<file path="src/rtl/b64e_pkg.sv">
`default_nettype none
package b64e_pkg;

	localparam int QDEPTH = 2;
	localparam int QPTR_W = $clog2(QDEPTH);

	localparam logic [7:0] LINE_LEN_RST = 8'd76;
	localparam logic [7:0] MIN_LINE     = 8'd4;
	localparam logic [7:0] PAD_CHAR     = 8'h3D;
	localparam logic [7:0] CR_CHAR      = 8'h0D;
	localparam logic [7:0] LF_CHAR      = 8'h0A;

	// one three-byte group headed for the back end
	typedef struct packed {
		logic [23:0] chunk;
		logic [1:0]  pad;   // number of '=' to emit
		logic        fin;   // group closes the message
	} grp_t;

	function automatic logic [7:0] b64_char(input logic [5:0] v);
		logic [7:0] r;
		if (v < 6'd26)
			r = 8'h41 + {2'b00, v};
		else if (v < 6'd52)
			r = 8'h61 + {2'b00, v} - 8'd26;
		else if (v < 6'd62)
			r = 8'h30 + {2'b00, v} - 8'd52;
		else if (v == 6'd62)
			r = 8'h2B;
		else
			r = 8'h2F;
		return r;
	endfunction

endpackage
`default_nettype wire

</file>
<file path="src/rtl/b64e_front.sv">
`default_nettype none
module b64e_front
	import b64e_pkg::*;
(
	input  wire logic       clk,
	input  wire logic       arst_n,
	input  wire logic       s_tvalid,
	output logic            s_tready,
	input  wire logic [7:0] s_tdata,
	input  wire logic       s_tlast,
	output logic            push_valid,
	input  wire logic       push_ready,
	output grp_t            push_grp
);

	logic [1:0]  fill_q;
	logic [15:0] held_q;
	logic        accept;
	logic        complete;

	assign s_tready   = push_ready;
	assign accept     = s_tvalid && push_ready;
	assign complete   = s_tlast || fill_q[1];
	assign push_valid = s_tvalid && complete;

	always_comb begin
		push_grp.fin = s_tlast;
		case (fill_q)
			2'd0: begin
				push_grp.chunk = {s_tdata, 16'h0000};
				push_grp.pad   = 2'd2;
			end
			2'd1: begin
				push_grp.chunk = {held_q[15:8], s_tdata, 8'h00};
				push_grp.pad   = 2'd1;
			end
			default: begin
				push_grp.chunk = {held_q, s_tdata};
				push_grp.pad   = 2'd0;
			end
		endcase
	end

	always_ff @(posedge clk or negedge arst_n) begin
		if (!arst_n) begin
			fill_q <= 2'd0;
		end else if (accept) begin
			if (complete)
				fill_q <= 2'd0;
			else
				fill_q <= fill_q + 2'd1;
		end
	end

	always_ff @(posedge clk) begin
		if (accept && !complete) begin
			if (fill_q == 2'd0)
				held_q[15:8] <= s_tdata;
			else
				held_q[7:0] <= s_tdata;
		end
	end

endmodule
`default_nettype wire

</file>
<file path="src/rtl/b64e_queue.sv">
`default_nettype none
module b64e_queue
	import b64e_pkg::*;
(
	input  wire logic clk,
	input  wire logic arst_n,
	input  wire logic push_valid,
	output logic      push_ready,
	input  wire grp_t push_grp,
	output logic      pop_valid,
	input  wire logic pop_ready,
	output grp_t      pop_grp
);

	localparam logic [QPTR_W:0] FULL = (QPTR_W + 1)'(QDEPTH);

	grp_t              mem_q [QDEPTH];
	logic [QPTR_W-1:0] wr_q;
	logic [QPTR_W-1:0] rd_q;
	logic [QPTR_W:0]   cnt_q;
	logic              do_push;
	logic              do_pop;

	assign push_ready = (cnt_q != FULL);
	assign pop_valid  = (cnt_q != '0);
	assign pop_grp    = mem_q[rd_q];
	assign do_push    = push_valid && push_ready;
	assign do_pop     = pop_valid && pop_ready;

	function automatic logic [QPTR_W-1:0] next_ptr(input logic [QPTR_W-1:0] p);
		return (p == QPTR_W'(QDEPTH - 1)) ? '0 : p + 1'b1;
	endfunction

	always_ff @(posedge clk or negedge arst_n) begin
		if (!arst_n) begin
			wr_q  <= '0;
			rd_q  <= '0;
			cnt_q <= '0;
		end else begin
			if (do_push)
				wr_q <= next_ptr(wr_q);
			if (do_pop)
				rd_q <= next_ptr(rd_q);
			if (do_push && !do_pop)
				cnt_q <= cnt_q + 1'b1;
			else if (do_pop && !do_push)
				cnt_q <= cnt_q - 1'b1;
		end
	end

	always_ff @(posedge clk) begin
		if (do_push)
			mem_q[wr_q] <= push_grp;
	end

endmodule
`default_nettype wire

</file>
<file path="src/rtl/b64e_back.sv">
`default_nettype none
module b64e_back
	import b64e_pkg::*;
(
	input  wire logic       clk,
	input  wire logic       arst_n,
	input  wire logic [7:0] line_lim,
	input  wire logic       pop_valid,
	output logic            pop_ready,
	input  wire grp_t       pop_grp,
	output logic            m_tvalid,
	input  wire logic       m_tready,
	output logic [7:0]      m_tdata,
	output logic            m_tlast
);

	grp_t       g_q;
	logic       g_valid_q;
	logic [1:0] idx_q;     // wraps to 0 after the fourth char
	logic       lf_q;      // CR sent, LF owed
	logic [7:0] col_q;
	logic       can_emit;
	logic       brk;
	logic       last_char;
	logic [5:0] sext;
	logic [7:0] ch;
	logic       is_pad;

	assign can_emit  = g_valid_q && (!m_tvalid || m_tready);
	assign brk       = (col_q >= line_lim);
	assign last_char = can_emit && !lf_q && !brk && (idx_q == 2'd3);
	assign pop_ready = !g_valid_q || last_char;

	always_comb begin
		case (idx_q)
			2'd0:    sext = g_q.chunk[23:18];
			2'd1:    sext = g_q.chunk[17:12];
			2'd2:    sext = g_q.chunk[11:6];
			default: sext = g_q.chunk[5:0];
		endcase
		is_pad = ((idx_q == 2'd2) && (g_q.pad > 2'd1)) ||
		         ((idx_q == 2'd3) && (g_q.pad != 2'd0));
		ch = is_pad ? PAD_CHAR : b64_char(sext);
	end

	always_ff @(posedge clk or negedge arst_n) begin
		if (!arst_n) begin
			g_valid_q <= 1'b0;
			idx_q     <= 2'd0;
			lf_q      <= 1'b0;
			col_q     <= 8'd0;
			m_tvalid  <= 1'b0;
		end else begin
			if (can_emit)
				m_tvalid <= 1'b1;
			else if (m_tready)
				m_tvalid <= 1'b0;
			if (can_emit) begin
				if (lf_q) begin
					lf_q <= 1'b0;
				end else if (brk) begin
					lf_q  <= 1'b1;
					col_q <= 8'd0;
				end else begin
					idx_q <= idx_q + 2'd1;
					if (idx_q == 2'd3 && g_q.fin)
						col_q <= 8'd0;
					else
						col_q <= col_q + 8'd1;
				end
			end
			if (pop_ready)
				g_valid_q <= pop_valid;
		end
	end

	always_ff @(posedge clk) begin
		if (pop_ready && pop_valid)
			g_q <= pop_grp;
		if (can_emit) begin
			if (lf_q) begin
				m_tdata <= LF_CHAR;
				m_tlast <= 1'b0;
			end else if (brk) begin
				m_tdata <= CR_CHAR;
				m_tlast <= 1'b0;
			end else begin
				m_tdata <= ch;
				m_tlast <= (idx_q == 2'd3) && g_q.fin;
			end
		end
	end

endmodule
`default_nettype wire

</file>
<file path="src/rtl/base64_line_wrapped_encoder.sv">
// channel | dir | handshake          | payload
// s       | in  | s_tvalid/s_tready  | s_tdata[7:0] data_byte, s_tlast final_byte
// m       | out | m_tvalid/m_tready  | m_tdata[7:0] out_char, m_tlast end_of_message
// cfg     | in  | cfg_valid/cfg_ready| cfg_data[7:0] line_length (always ready)
//
// Input takes one item per cycle while the two-entry group queue has room.
// Output gives one item per cycle while m_tready is high and a group is queued:
// four characters per group plus two per line break (CR then LF); the
// single-character output register sets the sustained rate.
// Reset (arst_n low, async) empties the queue, clears column and fill, and
// sets line length to 76. A stalled output stalls the back end only; the
// front keeps taking bytes until the queue fills.
`default_nettype none
module base64_line_wrapped_encoder
	import b64e_pkg::*;
(
	input  wire logic       clk,
	input  wire logic       arst_n,
	input  wire logic       s_tvalid,
	output logic            s_tready,
	input  wire logic [7:0] s_tdata,    // [7:0] data_byte
	input  wire logic       s_tlast,    // final_byte
	output logic            m_tvalid,
	input  wire logic       m_tready,
	output logic [7:0]      m_tdata,    // [7:0] out_char
	output logic            m_tlast,    // end_of_message
	input  wire logic       cfg_valid,
	output logic            cfg_ready,
	input  wire logic [7:0] cfg_data    // [7:0] line_length
);

	// effective line limit, already clamped to at least 4 on write
	logic [7:0] lim_q;
	logic       push_valid;
	logic       push_ready;
	grp_t       push_grp;
	logic       pop_valid;
	logic       pop_ready;
	grp_t       pop_grp;

	assign cfg_ready = 1'b1;

	always_ff @(posedge clk or negedge arst_n) begin
		if (!arst_n) begin
			lim_q <= LINE_LEN_RST;
		end else if (cfg_valid) begin
			lim_q <= (cfg_data < MIN_LINE) ? MIN_LINE : cfg_data;
		end
	end

	// front: byte gathering into groups
	b64e_front u_front (
		.clk        (clk),
		.arst_n     (arst_n),
		.s_tvalid   (s_tvalid),
		.s_tready   (s_tready),
		.s_tdata    (s_tdata),
		.s_tlast    (s_tlast),
		.push_valid (push_valid),
		.push_ready (push_ready),
		.push_grp   (push_grp)
	);

	// decoupling queue between front and back
	b64e_queue u_queue (
		.clk        (clk),
		.arst_n     (arst_n),
		.push_valid (push_valid),
		.push_ready (push_ready),
		.push_grp   (push_grp),
		.pop_valid  (pop_valid),
		.pop_ready  (pop_ready),
		.pop_grp    (pop_grp)
	);

	// back: character emission, line breaks, output register
	b64e_back u_back (
		.clk       (clk),
		.arst_n    (arst_n),
		.line_lim  (lim_q),
		.pop_valid (pop_valid),
		.pop_ready (pop_ready),
		.pop_grp   (pop_grp),
		.m_tvalid  (m_tvalid),
		.m_tready  (m_tready),
		.m_tdata   (m_tdata),
		.m_tlast   (m_tlast)
	);

endmodule
`default_nettype wire

</file>
<file path="config.mk">
export PLATFORM = sky130hd
export DESIGN_NAME = base64_line_wrapped_encoder
export DESIGN_NICKNAME = d
export VERILOG_FILES = /design/src/rtl/b64e_pkg.sv /design/src/rtl/b64e_front.sv /design/src/rtl/b64e_queue.sv /design/src/rtl/b64e_back.sv /design/src/rtl/base64_line_wrapped_encoder.sv
export SDC_FILE = /design/constraint.sdc
export NUM_CORES = 1
export LEC_CHECK = 0
export ABC_AREA = 1
export BUFFER_PORTS_ARGS = -buffer_cell sky130_fd_sc_hd__buf_4
export CAP_MARGIN = 10
export CORE_UTILIZATION = 61
export CTS_BUF_LIST = sky130_fd_sc_hd__clkbuf_4 sky130_fd_sc_hd__clkbuf_8 sky130_fd_sc_hd__clkbuf_16
export DETAILED_ROUTE_END_ITERATION = 7
export PLACE_DENSITY = 0.88
export SLEW_MARGIN = 20
export SYNTH_ARGS = -nofsm -noshare
export SYNTH_HDL_FRONTEND = slang
export SYNTH_SLANG_ARGS = --single-unit
export TNS_END_PERCENT = 10
</file>
<file path="constraint.sdc">
create_clock -name clk -period 3.4 [get_ports clk]
set_input_delay 0.34 -clock clk [delete_from_list [all_inputs] [get_ports clk]]
set_output_delay 0.34 -clock clk [all_outputs]
set_load 0.02 [all_outputs]
</file>
==> key figures <==
Logic synthesis
  – Seq cells post-synth: approximately 130
  – Ys Warns: 0
  – Post-synth ARST share: 20.30%
  – Prevailing post-synth register cell: edfxtp_1
  – Synth Instances: 582
  – EDFF count, synth: 106
  – Post-Syn Area per Cell: 10.57 um2
  – Syn Nets: 630
  – Synth unique cells: between 40 and 50
  – Sequential share of the synthesized area: a little over three fifths
  – Post-Synthesis Cell Area: 6151 um2

Global routing
  – Antenna violations before repair: 0
  – First-pass GRT wire length: roughly 20 mm
  – Largest net degree at the start of global routing: 30
  – GRT overflow: 0
  – Number of global-route vias before repair: 4321
  – Total track usage: 25.76%

Finish
  – Fin area: 7238 um2
  – Final cell count without fillers: 780
  – Number of diodes: 0
  – NumNets Final: 682
  – FF/Latch Area: 3862 um2
  – FILL cells: 592
  – Layout cell share with drive strength beyond 1: between 10% and 20%
  – Layout area overhead: 17.68%
  – Area of the multi-input gates: 1976 um2

Power
  – Gate power share: 39.7%
  – Sw Pwr: 0.002986 W
  – Sw Share: between 30% and 40%
  – Clock power frac: 25.4%
  – Power Density: ~1000 nW/um2
  – Sequential share of power: 34.9%
  – Max IR drop VDD: around 0.64 mV
  – Internal power: 0.004502 W
  – P_leak: 3.109 nW
  – Tot Pwr: 0.007487 W

Timing
  – Hold Slack: around 0.022 ns
  – Minimum clock period after layout: 2.798 ns
  – RSZ-0062 raised after global routing: false
  – Final setup vio count: 0
  – Slew Viols, Final: 0
  – Fin. Hold Viols: 0
  – Rel. slew slack: 53.04%
  – Final period util: around 82%
  – Setup tns final: 0 ns
  – Final Skew: approximately 0.01 ns
  – Slew at the pin with the worst max-slew slack: between 0.7 and 0.8 ns
  – Max Clock Freq: 357.4 MHz

Drt
  – Residual DRC: 0
  – Routed WL: 11.81 mm
  – Via count: 4270
  – Post-DR wirelength/cell: 15.14 um
  – DR iter-0 viols: 276
  – First-pass DRT Iterations: 5
  – Vias per cell: ~5.5
  – Number of routed nets with antenna violations: 0

Clocking
  – CTS tree: built
  – CTS Buf Count: 17
  – Worst-Skew Late Latency: 0.53 ns
  – PostCTS Resize Cnt: 0
  – Clock Sinks: roughly 130
  – Root Buffer: clkbuf_8
  – Max Root-Sink Buffers: 2
  – H-tree depth: 4
  – Clock slew at the register clock pins of the worst setup and hold paths: 0.07 ns

Floorplanning
  – Num rows: 36
  – IO Pins: 34
  – Chip width: 102.4 um
  – Starting Density: 62.93%
  – Core area: roughly 9800 um2
  – Die height: around 100 um
  – Die area: 10490 um2

Placed design
  – Placed cell count: 739
  – GP Congestion: 0.9050
  – Area after DPL: 6529 um2
  – Number of port buffers: 32
  – DP HPWL: between 7 and 8 mm

Critical path
  – CP Max Fanout: 10
  – CP Class: register to register
  – Crit path from: u_back.idx_q[0]
  – CP Capture Type: register
  – Setup crit start kind: register
  – Critical Path AT: 3.17 ns
  – R2R Setup Slk: 0.60 ns
  – R2R cell count: 17
  – Worst R2R Start: u_back.idx_q[0]
  – RR Endpoint: u_back.m_tdata[2]
  – CP required: around 3.8 ns
  – Worst setup path endpoint: u_back.m_tdata[2]

Flow run
  – Max Cap Viol: 0

Run status
  – Status: finished clean

Hold path
  – HP Class: primary input to register
==> power by group through the flow <==
stage               sequential, W  clock (W)  combinational, W
finish                    0.00262    0.00190           0.00297
global route              0.00266    0.00197           0.00335
CTS                       0.00261    0.00192           0.00294
detailed placement        0.00263          0           0.00286
global placement          0.00261          0           0.00273
floorplan                 0.00266          0           0.00216
==> layout make-up <==
class                      count  area share (%)
tap                          133           2.299
clock buffer                  17           5.722
timing repair buffer          45           4.978
multi-input combinational    370           27.29
sequential                   133           53.36
clock inverter                15           2.835
inverter                      67           3.509
==> what timing repair did <==
action	in CTS	in global routing
setup endpoints to repair	0	0
hold buffers	9	0
buffers inserted	0	0
hold endpoints to repair	39	0
==> worst max-delay path, cell delays in order (launching register included) <==
cell and delay (ns):
dfrtp_1 0.41, inv_1 0.15, ha_1 0.31, nand2_1 0.08, nand2_1 0.07, inv_1 0.04, nand2_1 0.06, nand2_2 0.13
inv_1 0.13, ha_1 0.21, inv_1 0.06, nor2_2 0.31, inv_1 0.20, a21oi_2 0.16, nand2_1 0.06, nand3_1 0.06
nand2_1 0.05, a21oi_1 0.15
==> metrics by stage <==
| step | setup WS, ns | utilization [%] |
|---|---|---|
| 5_1_grt | 0.3932 | 74.05 |
| 3_5_place_dp | 0.7835 | 66.79 |
| 6_report | 0.6017 | 74.05 |
| 4_1_cts | 0.6546 | 74.05 |
| 3_3_place_gp | 0.8865 | 66.79 |
| 2_1_floorplan | 0.8710 | - |
==> worst min path at each step <==
stage	from	to	cells after the start
2_1_floorplan	arst_n	lim_q[0]	0
3_3_place_gp	arst_n	u_front.fill_q[1]	1
3_5_place_dp	arst_n	u_front.fill_q[1]	1
4_1_cts	s_tdata[4]	u_front.held_q[4]	1
5_1_grt	s_tdata[4]	u_front.held_q[4]	1
6_report	s_tdata[4]	u_front.held_q[4]	1
==> Yosys cell counts, drive strengths merged (3+ instances only) <==
cell    instances  area share [%]
inv            66             4.1
xnor2           4            0.57
o22ai           6            0.61
a21oi          17             1.4
nand3b          3            0.37
o21bai          3            0.55
nand2         176              11
nand3          29             2.6
nor3            3            0.24
nor2           33             2.3
xor2            8             1.1
buf             6            0.67
nand4           6            0.71
o21ai          45             4.0
dfrtp          24             9.8
ha             26             5.3
edfxtp        106              52
clkbuf          6            0.37
dfstp           3             1.3
or2             4            0.49
==> cells in the final DEF, fill, tap and decap left out, types with 3 or more instances in the layout <==
cell / n
a21oi_1: 16
buf_4: 36
clkbuf_16: 16
dfrtp_1: 24
dfstp_2: 3
dlygate4sd3_1: 9
edfxtp_1: 106
ha_1: 26
inv_1: 62
inv_2: 3
inv_8: 7
nand2_1: 173
nand3_1: 26
nand3_2: 3
nand3b_1: 3
nand4_1: 5
nor2_1: 26
nor2_2: 6
nor3_1: 3
o21ai_0: 42
o22ai_1: 6
xnor2_1: 4
xor2_1: 8
==> flip-flops by register name, summed over array words and instances (netlist names), 2 cells and up <==
signal	flops
lim_q	8
u_back.col_q	8
u_back.g_q	27
u_back.idx_q	2
u_back.m_tdata	8
u_front.fill_q	2
u_front.held_q	16
u_queue.cnt_q	2
u_queue.mem_q	54
==> routing by layer <==
layer	vias up	share of wire [%]	global-route usage, %
met5	-	0	0
met4	0	3.6	16.15
met3	40	4.6	6.293
met2	166	53	45.33
met1	2004	39	27.93
li1	2060	-	-
==> cells by family (layout without fill, tap and decap cells) <==
| logic type | after synthesis | count (layout) | share of synthesized area (%) |
|---|---|---|---|
| AOI/OAI and AO/OA | 75 | 75 | 7.120 |
| and+or+nand+nor | 256 | 256 | 17.86 |
| adders and majority gates | 26 | 26 | 5.289 |
| xor gates and xnor gates | 12 | 12 | 1.709 |
| buffers and inverters | 79 | 144 | 5.167 |
| DFF | 133 | 133 | 62.80 |
| other | 1 | 1 | 0.06097 |
(Power assumes the default switching activity.)
